## src/sv/rc4_pkg.sv

```systemverilog
`timescale 1ns / 1ps
`default_nettype none

package rc4_pkg;

  localparam int unsigned TableSize     = 256;
  localparam int unsigned MaxKeyBytesDf = 256;

  typedef enum logic [1:0] {
    REQ_KEY     = 2'd0,
    REQ_DATA    = 2'd1,
    REQ_RESTART = 2'd2,
    REQ_NONE    = 2'd3
  } req_e;

  typedef enum logic [3:0] {
    ST_IDLE,
    ST_PUSH,
    ST_GEN_J,
    ST_GEN_SWAP,
    ST_GEN_OUT,
    ST_INIT,
    ST_MIX_RD,
    ST_MIX_ACC,
    ST_MIX_WN,
    ST_MIX_WA
  } state_e;

endpackage

`default_nettype wire

```

## src/sv/rc4_stream_cipher_core.sv

```systemverilog
// Data byte with a loaded key: GEN_J, GEN_SWAP, GEN_OUT, then PUSH if the output is held
// (one table read port: S[i], S[j], S[S[i]+S[j]] read in turn; S[i], then S[j] written back).
// Input only in IDLE; non-last key bytes, keyless restarts and keyless data (slot free) stay.
// Key schedule (last key byte or restart): identity fill in INIT, then each mixing step in
// MIX_RD, MIX_ACC, MIX_WN, MIX_WA; no input meanwhile. Reset clears control, indices,
// key length and output valid; the table is rebuilt by the schedule before it is ever read.
`timescale 1ns / 1ps
`default_nettype none

module rc4_stream_cipher_core #(
  parameter int unsigned MAX_KEY_BYTES = rc4_pkg::MaxKeyBytesDf
) (
  input  wire logic       clk_i,
  input  wire logic       rst_ni,
  input  wire logic       in_valid_i,
  output logic            in_ready_o,
  input  wire logic [1:0] req_type_i,
  input  wire logic [7:0] data_byte_i,
  input  wire logic       key_last_i,
  output logic            out_valid_o,
  input  wire logic       out_ready_i,
  output logic [7:0]      out_byte_o,
  output logic            key_missing_o
);

  localparam int unsigned KeyAw = (MAX_KEY_BYTES > 1) ? $clog2(MAX_KEY_BYTES) : 1;
  localparam int unsigned LenW  = $clog2(MAX_KEY_BYTES + 1);
  localparam logic [LenW-1:0] MaxLen = LenW'(MAX_KEY_BYTES);

  // memories
  logic [7:0] perm_mem [rc4_pkg::TableSize];
  logic [7:0] key_mem  [MAX_KEY_BYTES];

  logic       perm_we;
  logic [7:0] perm_wa, perm_wd, perm_ra, perm_rd_q;
  logic       key_we;
  logic [KeyAw-1:0] key_wa;
  logic [7:0] key_rd_q;

  rc4_pkg::state_e state_q, state_d;
  logic [7:0] i_q, i_d, j_q, j_d;
  logic [7:0] si_q, si_d, sj_q, sj_d, t_q, t_d;
  logic [7:0] data_q, data_d;
  logic [7:0] n_q, n_d, acc_q, acc_d;
  logic [KeyAw-1:0] kpos_q, kpos_d;
  logic [LenW-1:0] key_len_q, key_len_d, key_fill_q, key_fill_d;
  logic key_ready_q, key_ready_d;
  logic out_valid_q, out_valid_d;
  logic [7:0] out_byte_q, out_byte_d;
  logic out_miss_q, out_miss_d;
  logic [7:0] res_q, res_d;
  logic res_miss_q, res_miss_d;

  logic in_xfer, slot_free, key_fits;
  logic [LenW-1:0] fill_inc, kpos_inc;
  logic [7:0] s_t;

  always_ff @(posedge clk_i) begin
    if (perm_we) begin
      perm_mem[perm_wa] <= perm_wd;
    end
    perm_rd_q <= perm_mem[perm_ra];
  end

  always_ff @(posedge clk_i) begin
    if (key_we) begin
      key_mem[key_wa] <= data_byte_i;
    end
    key_rd_q <= key_mem[kpos_q];
  end

  assign in_ready_o    = (state_q == rc4_pkg::ST_IDLE);
  assign in_xfer       = in_valid_i && in_ready_o;
  assign slot_free     = !out_valid_q || out_ready_i;
  assign out_valid_o   = out_valid_q;
  assign out_byte_o    = out_byte_q;
  assign key_missing_o = out_miss_q;

  assign key_fits = (key_fill_q < MaxLen);
  assign fill_inc = key_fill_q + LenW'(1);
  assign kpos_inc = LenW'(kpos_q) + LenW'(1);
  assign key_wa   = key_fill_q[KeyAw-1:0];

  // keystream entry after the swap: S[j] now holds old S[i], S[i] holds old S[j]
  always_comb begin
    if (t_q == j_q) begin
      s_t = si_q;
    end else if (t_q == i_q) begin
      s_t = sj_q;
    end else begin
      s_t = perm_rd_q;
    end
  end

  always_comb begin
    state_d     = state_q;
    i_d         = i_q;
    j_d         = j_q;
    si_d        = si_q;
    sj_d        = sj_q;
    t_d         = t_q;
    data_d      = data_q;
    n_d         = n_q;
    acc_d       = acc_q;
    kpos_d      = kpos_q;
    key_len_d   = key_len_q;
    key_fill_d  = key_fill_q;
    key_ready_d = key_ready_q;
    out_valid_d = out_valid_q && !out_ready_i;
    out_byte_d  = out_byte_q;
    out_miss_d  = out_miss_q;
    res_d       = res_q;
    res_miss_d  = res_miss_q;
    perm_we     = 1'b0;
    perm_wa     = 8'd0;
    perm_wd     = 8'd0;
    perm_ra     = i_q + 8'd1;
    key_we      = 1'b0;

    unique case (state_q)
      rc4_pkg::ST_IDLE: begin
        if (in_xfer) begin
          unique case (rc4_pkg::req_e'(req_type_i))
            rc4_pkg::REQ_KEY: begin
              key_we = key_fits;
              if (key_fits) begin
                key_fill_d = fill_inc;
              end
              if (key_last_i) begin
                key_fill_d = '0;
                if (key_fits || (key_fill_q != '0)) begin
                  key_len_d   = key_fits ? fill_inc : key_fill_q;
                  key_ready_d = 1'b1;
                  n_d         = 8'd0;
                  state_d     = rc4_pkg::ST_INIT;
                end
              end
            end
            rc4_pkg::REQ_DATA: begin
              data_d = data_byte_i;
              if (key_ready_q) begin
                i_d     = i_q + 8'd1;
                state_d = rc4_pkg::ST_GEN_J;
              end else if (slot_free) begin
                out_valid_d = 1'b1;
                out_byte_d  = data_byte_i;
                out_miss_d  = 1'b1;
              end else begin
                res_d      = data_byte_i;
                res_miss_d = 1'b1;
                state_d    = rc4_pkg::ST_PUSH;
              end
            end
            rc4_pkg::REQ_RESTART: begin
              if (key_ready_q) begin
                n_d     = 8'd0;
                state_d = rc4_pkg::ST_INIT;
              end
            end
            default: ;
          endcase
        end
      end
      rc4_pkg::ST_PUSH: begin
        if (slot_free) begin
          out_valid_d = 1'b1;
          out_byte_d  = res_q;
          out_miss_d  = res_miss_q;
          state_d     = rc4_pkg::ST_IDLE;
        end
      end
      rc4_pkg::ST_GEN_J: begin
        si_d    = perm_rd_q;
        j_d     = j_q + perm_rd_q;
        perm_ra = j_q + perm_rd_q;
        state_d = rc4_pkg::ST_GEN_SWAP;
      end
      rc4_pkg::ST_GEN_SWAP: begin
        sj_d    = perm_rd_q;
        perm_we = 1'b1;
        perm_wa = i_q;
        perm_wd = perm_rd_q;
        perm_ra = si_q + perm_rd_q;
        t_d     = si_q + perm_rd_q;
        state_d = rc4_pkg::ST_GEN_OUT;
      end
      rc4_pkg::ST_GEN_OUT: begin
        perm_we = 1'b1;
        perm_wa = j_q;
        perm_wd = si_q;
        if (slot_free) begin
          out_valid_d = 1'b1;
          out_byte_d  = data_q ^ s_t;
          out_miss_d  = 1'b0;
          state_d     = rc4_pkg::ST_IDLE;
        end else begin
          res_d      = data_q ^ s_t;
          res_miss_d = 1'b0;
          state_d    = rc4_pkg::ST_PUSH;
        end
      end
      rc4_pkg::ST_INIT: begin
        perm_we = 1'b1;
        perm_wa = n_q;
        perm_wd = n_q;
        n_d     = n_q + 8'd1;
        if (n_q == 8'hff) begin
          acc_d   = 8'd0;
          kpos_d  = '0;
          state_d = rc4_pkg::ST_MIX_RD;
        end
      end
      rc4_pkg::ST_MIX_RD: begin
        perm_ra = n_q;
        state_d = rc4_pkg::ST_MIX_ACC;
      end
      rc4_pkg::ST_MIX_ACC: begin
        si_d    = perm_rd_q;
        acc_d   = acc_q + perm_rd_q + key_rd_q;
        perm_ra = acc_q + perm_rd_q + key_rd_q;
        state_d = rc4_pkg::ST_MIX_WN;
      end
      rc4_pkg::ST_MIX_WN: begin
        perm_we = 1'b1;
        perm_wa = n_q;
        perm_wd = perm_rd_q;
        state_d = rc4_pkg::ST_MIX_WA;
      end
      rc4_pkg::ST_MIX_WA: begin
        perm_we = 1'b1;
        perm_wa = acc_q;
        perm_wd = si_q;
        n_d     = n_q + 8'd1;
        kpos_d  = (kpos_inc >= key_len_q) ? '0 : kpos_inc[KeyAw-1:0];
        if (n_q == 8'hff) begin
          i_d     = 8'd0;
          j_d     = 8'd0;
          state_d = rc4_pkg::ST_IDLE;
        end else begin
          state_d = rc4_pkg::ST_MIX_RD;
        end
      end
      default: state_d = rc4_pkg::ST_IDLE;
    endcase
  end

  always_ff @(posedge clk_i or negedge rst_ni) begin
    if (!rst_ni) begin
      state_q     <= rc4_pkg::ST_IDLE;
      i_q         <= 8'd0;
      j_q         <= 8'd0;
      n_q         <= 8'd0;
      acc_q       <= 8'd0;
      kpos_q      <= '0;
      key_len_q   <= '0;
      key_fill_q  <= '0;
      key_ready_q <= 1'b0;
      out_valid_q <= 1'b0;
    end else begin
      state_q     <= state_d;
      i_q         <= i_d;
      j_q         <= j_d;
      n_q         <= n_d;
      acc_q       <= acc_d;
      kpos_q      <= kpos_d;
      key_len_q   <= key_len_d;
      key_fill_q  <= key_fill_d;
      key_ready_q <= key_ready_d;
      out_valid_q <= out_valid_d;
    end
  end

  always_ff @(posedge clk_i) begin
    si_q       <= si_d;
    sj_q       <= sj_d;
    t_q        <= t_d;
    data_q     <= data_d;
    out_byte_q <= out_byte_d;
    out_miss_q <= out_miss_d;
    res_q      <= res_d;
    res_miss_q <= res_miss_d;
  end

endmodule

`default_nettype wire

```

## config.mk

```make
export PLATFORM = sky130hd
export DESIGN_NAME = rc4_stream_cipher_core
export DESIGN_NICKNAME = d
export VERILOG_FILES = /design/src/sv/rc4_pkg.sv /design/src/sv/rc4_stream_cipher_core.sv
export SDC_FILE = /design/constraint.sdc
export NUM_CORES = 2
export LEC_CHECK = 0
export ABC_CLOCK_PERIOD_IN_PS = 14500
export BUFFER_PORTS_ARGS = -buffer_cell sky130_fd_sc_hd__buf_4
export CAP_MARGIN = 20
export CELL_PAD_IN_SITES_DETAIL_PLACEMENT = 1
export CELL_PAD_IN_SITES_GLOBAL_PLACEMENT = 2
export CORE_MARGIN = 3
export CORE_UTILIZATION = 30
export CTS_CLUSTER_SIZE = 14
export DETAILED_ROUTE_END_ITERATION = 7
export PLACE_DENSITY = 0.57
export RECOVER_POWER = 100
export SKIP_LAST_GASP = 1
export SLEW_MARGIN = 0
export SYNTH_ARGS = -nofsm -noshare
export SYNTH_HDL_FRONTEND = slang
export SYNTH_SLANG_ARGS = --single-unit
```

## constraint.sdc

```tcl
create_clock -name clk_i -period 14.5 [get_ports clk_i]
set_input_delay 1.45 -clock clk_i [delete_from_list [all_inputs] [get_ports clk_i]]
set_output_delay 1.45 -clock clk_i [all_outputs]
set_load 0.005 [all_outputs]
```

## Yosys cells after proc, flatten, opt, wreduce, memory -nomap -nowiden

Memories as Yosys holds them, arrays and structs flattened. A register that Yosys moved wholly into a read port is not among the register bits.
Index checks and enable logic that the tools add are counted.

| cells by class | value |
|---|---|
| $add $sub $neg | 8 |
| order comparisons | 2 |
| equality and inequality tests | 31 |
| muxes and demuxes | 73 |
| bitwise gates (word level) | 1 |
| reductions and logical operators | 34 |

Operator list:

| cell | count |
|---|---|
| 2-to-1 mux 8 bit | 22 |
| case mux 8 bit (2 select lines) | 7 |
| case mux 8 bit (4 select lines) | 2 |
| case mux 8 bit (3 select lines) | 2 |
| case mux 4 bit (10 select lines) | 1 |
| adder 8 bit | 4 |
| 2-to-1 mux 4 bit | 8 |
| 2-to-1 mux 1 bit | 24 |
| 2-to-1 mux 9 bit | 2 |
| adder 8 x 1 -> 8 bit, second input constant | 2 |
| equality test 4 x 3 -> 1 bit, second input constant | 4 |
| equality test 8 bit | 2 |
| inequality test 2 bit, second input constant | 7 |
| case mux 4 bit (3 select lines) | 1 |
| AND reduction 6 bit | 2 |
| nonzero test 2 bit | 6 |
| OR reduction 2 bit | 6 |
| AND reduction 5 bit | 2 |
| adder 8 x 1 -> 9 bit, second input constant | 1 |
| adder 9 x 1 -> 9 bit, second input constant | 1 |
| >= comparator 9 bit | 1 |
| < comparator 9 bit, second input constant | 1 |
| inequality test 3 bit, second input constant | 3 |
| nonzero test 9 bit | 1 |
| 25 further kinds | 37 |

| storage, ports and cells | value |
|---|---|
| register bits | 114 |
| memory bits (writable) | 4,096 |
| word-level logic and storage cells | 169 |
| memories kept | 2 |

Memory list:

| name | depth | width | rd ports | clocked after Yosys merged registers in | write ports | RTL line | text |
|---|---|---|---|---|---|---|---|
| key_mem | 256 | 8 | 1 | 1 | 1 | rc4_stream_cipher_core.sv:32 | `logic [7:0] key_mem [MAX_KEY_BYTES];` |
| perm_mem | 256 | 8 | 1 | 1 | 1 | rc4_stream_cipher_core.sv:31 | `logic [7:0] perm_mem [rc4_pkg::TableSize];` |

## Logic depth before layout (Yosys ltp)

| logic depth | value |
|---|---|
| depth after elaboration | 7 |
| depth in mapped cells | 19 |
| depth with buffers taken out | 16 |

## Worst setup path after synthesis

OpenSTA, ideal clock, no wires.

| path | value |
|---|---|
| path type | register -> register |
| start point | register state_q[2] |
| end point | memory perm_mem[0][7], data pin |
| arrival time | 4.606 ns |
| slack | 9.123 ns |
| cell stages (with the launch flop) | 9 |
| period minus slack after synthesis | 5.377 ns |
| cell sequence | dfrtp_1 -> buf_6 -> clkbuf_1 -> nand2b_1 -> nor2_1 -> clkinv_1 -> nand2_1 -> a222oi_1 -> inv_1 |

| between the ends | value |
|---|---|
| cells in the longest elaborated chain, start to end | 3 |

RTL lines:

| element | RTL line | text |
|---|---|---|
| from (decl) | rc4_stream_cipher_core.sv:40 | `rc4_pkg::state_e state_q, state_d;` |
| from (signal assigned) | rc4_stream_cipher_core.sv:249 | `state_q <= rc4_pkg::ST_IDLE;` |
| from (signal assigned) | rc4_stream_cipher_core.sv:260 | `state_q <= state_d;` |
| equality test 4 bit (tied with other cells) | rc4_stream_cipher_core.sv:120 | `unique case (state_q)` |
| OR reduction 2 bit (no line) | -- |  |
| case mux 8 bit (3 select lines) (*) | rc4_stream_cipher_core.sv:120 |  |
| via perm_wd[7] | rc4_stream_cipher_core.sv:35 | `logic [7:0] perm_wa, perm_wd, perm_ra, perm_rd_q;` |
| to (decl) | rc4_stream_cipher_core.sv:31 |  |

The timed path passes the listed nets; every way through them passes the cells marked *.

## Worst setup path in the final report

| path | value |
|---|---|
| start point | register state_q[3] |
| end point | memory perm_mem[72][5], data pin |

Same word-level chain as after synthesis.

==> results.json <==
{
  "grt_antenna_before_repair": 42,
  "ys_warn_count": 0,
  "numPlacedInstances": 15600,
  "grt_setup_unrepaired": "no",
  "numCtsBuffers": 430,
  "syn_nets": 8538,
  "timing.rr.start": "state_q[3]$_DFFE_PN0P_",
  "track_usage_pct": 16.5,
  "gr-total-overflow": 0,
  "r2r_end": "perm_mem[72][5]$_DFFE_PP_",
  "final.min_clock_period_ns": 9.99,
  "start_util_pct": 30.2,
  "p_leak_uw": 0.0565,
  "r2r_slack_ns": 4.51,
  "crit_type": "flip-flop to flip-flop",
  "io-pin-count": 26,
  "synth-seq-area-share_pct": 75.7,
  "fmax_mhz": 100,
  "run_status": "complete, but fails checks",
  "finalSetupViolCount": 0,
  "utilization_pct": 34.3,
  "synth_edf_count": 4146,
  "syn-cell-area_um2": 167000,
  "wl_per_cell_um": 29.3,
  "rows": 273,
  "cts.sink_count": 4226,
  "synth-async-reset-ratio_pct": 1.51,
  "h-tree-depth": 5,
  "avgSynthCellArea_um2": 19.7,
  "ir_worst_vdd_mv": 0.103,
  "tns_ns": 0,
  "core_area_um2": 554000,
  "grt_use_met1_pct": 23.6,
  "avgViaCountPerCell": 5.08,
  "totalWireLength_mm": 482,
  "cts_resized": 0,
  "worst_hold_slack_ns": 0.262,
  "worst_pin_slew_ns": 6.49,
  "yosysUniqueCellTypes": 85,
  "hold_viol": 0,
  "crit_required_ns": 15.19,
  "drt_iter0_markers": 8158,
  "synthTopCellsByArea": "edfxtp_1, mux4_2, mux2i_1",
  "clk_path_buf_depth": 4,
  "cap_violations": 70,
  "yosysTopAreaCellShare_pct": 74.5,
  "grt_busiest_layer": "met2",
  "die_w_um": 752,
  "vias": 83400,
  "gp_congestion": 0.779,
  "cp_max_fo": 158,
  "synthFlopType": "edfxtp_1",
  "endpoint_kind": "flip-flop",
  "total_power_uw": 24600,
  "grtUsageMet2_pct": 27.1,
  "cts_root_buf": "clkbuf_16",
  "failed_checks": "capacitance limit, slew limit",
  "finalMaxSlewViolations": 3471,
  "post_cts_buffers": 0,
  "drtPass1Iterations": 7,
  "die_area_um2": 566000,
  "arrival_ns": 10.68,
  "min_path_type": "primary input to async pin",
  "drive_gt1_share_pct": 18.1,
  "syn_inst": 8477,
  "grt_pass1_wl_mm": 684,
  "die_h_um": 752,
  "fin_nets": 8701,
  "stdcell_count": 16400,
  "cts_hold_buf": 0,
  "timing.slew.headroom_pct": -332,
  "clk_pin_slew_ns": 0.06,
  "use_met3_pct": 2.26,
  "insertion_delay_ns": 1.00,
  "powerDensity_nw_per_um2": 130,
  "synth_top_cell_by_area": "edfxtp_1",
  "numPortBuffers": 25,
  "startpoint_type": "flip-flop",
  "remaining_drc_errors": 0,
  "ant_nets": 0,
  "dp_hpwl_mm": 287,
  "fin_skew_ns": 0.0414,
  "grt_max_degree": 189,
  "timing.final.crit_share_pct": 68.9,
  "grt_pass1_vias": 88000,
  "rr_worst_depth": 8,
  "cts_tree": "built",
  "ys_ff_latch": 4226,
  "area_growth_pct": 13.6
}
==> cell usage in the layout, fill, tap and decap left out, types with 13 or more instances in the layout <==
| master | instances |
|---|---|
| edfxtp_1 | 4146 |
| nand2_2 | 17 |
| dfrtp_1 | 59 |
| nand2b_1 | 20 |
| bufinv_16 | 49 |
| a22oi_1 | 21 |
| buf_12 | 18 |
| a32o_1 | 14 |
| nor2b_1 | 19 |
| nand2_1 | 404 |
| inv_1 | 32 |
| a21o_1 | 18 |
| nor3_1 | 18 |
| xor2_1 | 36 |
| inv_6 | 13 |
| nand3_1 | 62 |
| mux4_2 | 840 |
| clkbuf_1 | 198 |
| buf_4 | 86 |
| clkinv_1 | 100 |
| xnor2_1 | 17 |
| clkbuf_16 | 438 |
| clkinv_2 | 75 |
| and3_1 | 19 |
| clkinvlp_4 | 21 |
| mux2i_1 | 741 |
| nor2_1 | 594 |
| a21oi_1 | 181 |
| dfxtp_1 | 16 |
| a221oi_1 | 17 |
| o221ai_1 | 238 |
| o21ai_0 | 88 |
| ha_1 | 36 |
| o22ai_1 | 129 |
==> where the power goes <==
part | switching [µW] | internal (µW) | leakage [µW]
sequential | 0.0000000000000367 | 13300 | 0.0387
combinational | 113 | 6.51 | 0.0109
clock | 4750 | 6410 | 0.00681
==> layout make-up <==
cell class / instances / area (µm²)
antenna: 9 / 22.5
clock buffer: 524 / 11300
clock inverter: 271 / 2690
fill: 54600 / 364000
inverter: 43 / 189
multi-input combinational: 3712 / 38400
sequential: 4226 / 126000
tap: 7425 / 9290
timing repair buffer: 227 / 1540
==> critical path, stage by stage, from the launching register on <==
cell and delay [ns]:
dfrtp_1 0.76, nand2b_1 0.26, nor2_1 0.17, clkinv_1 0.47
nand2_1 0.36, a222oi_1 0.42, clkinvlp_2 4.64, buf_4 2.06
buf_12 0.28
==> Yosys cell counts (9+ instances only) <==
master    instances
mux2i_1         741
a32o_1           14
a31oi_1          11
a21o_1           18
a222oi_1         11
mux4_2          840
and3_1           19
nand3_1          62
a22oi_1          21
ha_1             36
o22ai_1         129
a211oi_1         11
buf_1            89
dfxtp_1          16
buf_2           134
fa_1             10
xor2_1           36
a221oi_1         16
nor2b_1          19
a32oi_1           9
buf_6            18
nor3_1           18
xnor2_1          17
inv_1            40
edfxtp_1       4146
clkbuf_1        242
buf_4            13
o21ai_0          88
nand2_1         422
nand4_1          10
or2_2             9
o221ai_1        238
a21oi_1         180
dfrtp_1          64
a22o_1           11
nor2_1          594
nand2b_1         21
==> how the worst max path moves through the flow <==
stage / startpoint / to / slack (ns) / depth (start not counted)
floorplan: state_q[2]$_DFFE_PN0P_ / perm_mem[0][7]$_DFFE_PP_ / 9.12 / 8
global placement: perm_rd_q[1]$_DFF_P_ / perm_rd_q[1]$_DFF_P_ / 7.18 / 18
detailed placement: perm_rd_q[1]$_DFF_P_ / perm_rd_q[0]$_DFF_P_ / 7.48 / 18
CTS: perm_rd_q[1]$_DFF_P_ / perm_rd_q[0]$_DFF_P_ / 7.44 / 18
global route: state_q[3]$_DFFE_PN0P_ / perm_mem[74][5]$_DFFE_PP_ / 3.63 / 8
finish: state_q[3]$_DFFE_PN0P_ / perm_mem[72][5]$_DFFE_PP_ / 4.51 / 8
==> metal layers <==
| metal | wire length, µm | up-vias |
|---|---|---|
| met3 | 25000 | 542 |
| met4 | 9620 | 0 |
| met1 | 216000 | 45500 |
| met5 | 0 | - |
| li1 | - | 35200 |
| met2 | 232000 | 2137 |
==> kinds of logic (layout without fill, tap and decap cells) <==
group / count (synthesis) / count (layout) / share of synthesized area [%]
DFF: 4226 / 4226 / 75.7
muxes: 1586 / 1586 / 15.8
and+or+nand+nor: 1218 / 1218 / 3.02
AOI/OAI and AO/OA: 809 / 809 / 3.43
buffers and inverters: 539 / 1065 / 1.42
xor gates and xnor gates: 53 / 53 / 0.278
adders and majority gates: 46 / 46 / 0.389
other: 0 / 9 / 0
==> state kept, by name, indices dropped and copies added, names as in the netlist, 4 cells and up <==
name and flops:
i_q 8, j_q 8, n_q 8, perm_rd_q 8, sj_q 8, key_fill_q 9
key_rd_q 8, res_q 8, data_q 8, out_byte_o 8, key_len_q 9, key_mem 2048
state_q 4, si_q 8, t_q 8, kpos_q 8, perm_mem 2048, acc_q 8
==> metrics by stage <==
step	area, µm²	setup slack [ns]
3_5_place_dp	176000	7.48
4_1_cts	190000	7.44
5_1_grt	190000	3.63
3_3_place_gp	176000	7.18
6_report	190000	4.51
2_1_floorplan	167000	9.12
Note: power is estimated with default switching activity, not from simulation.
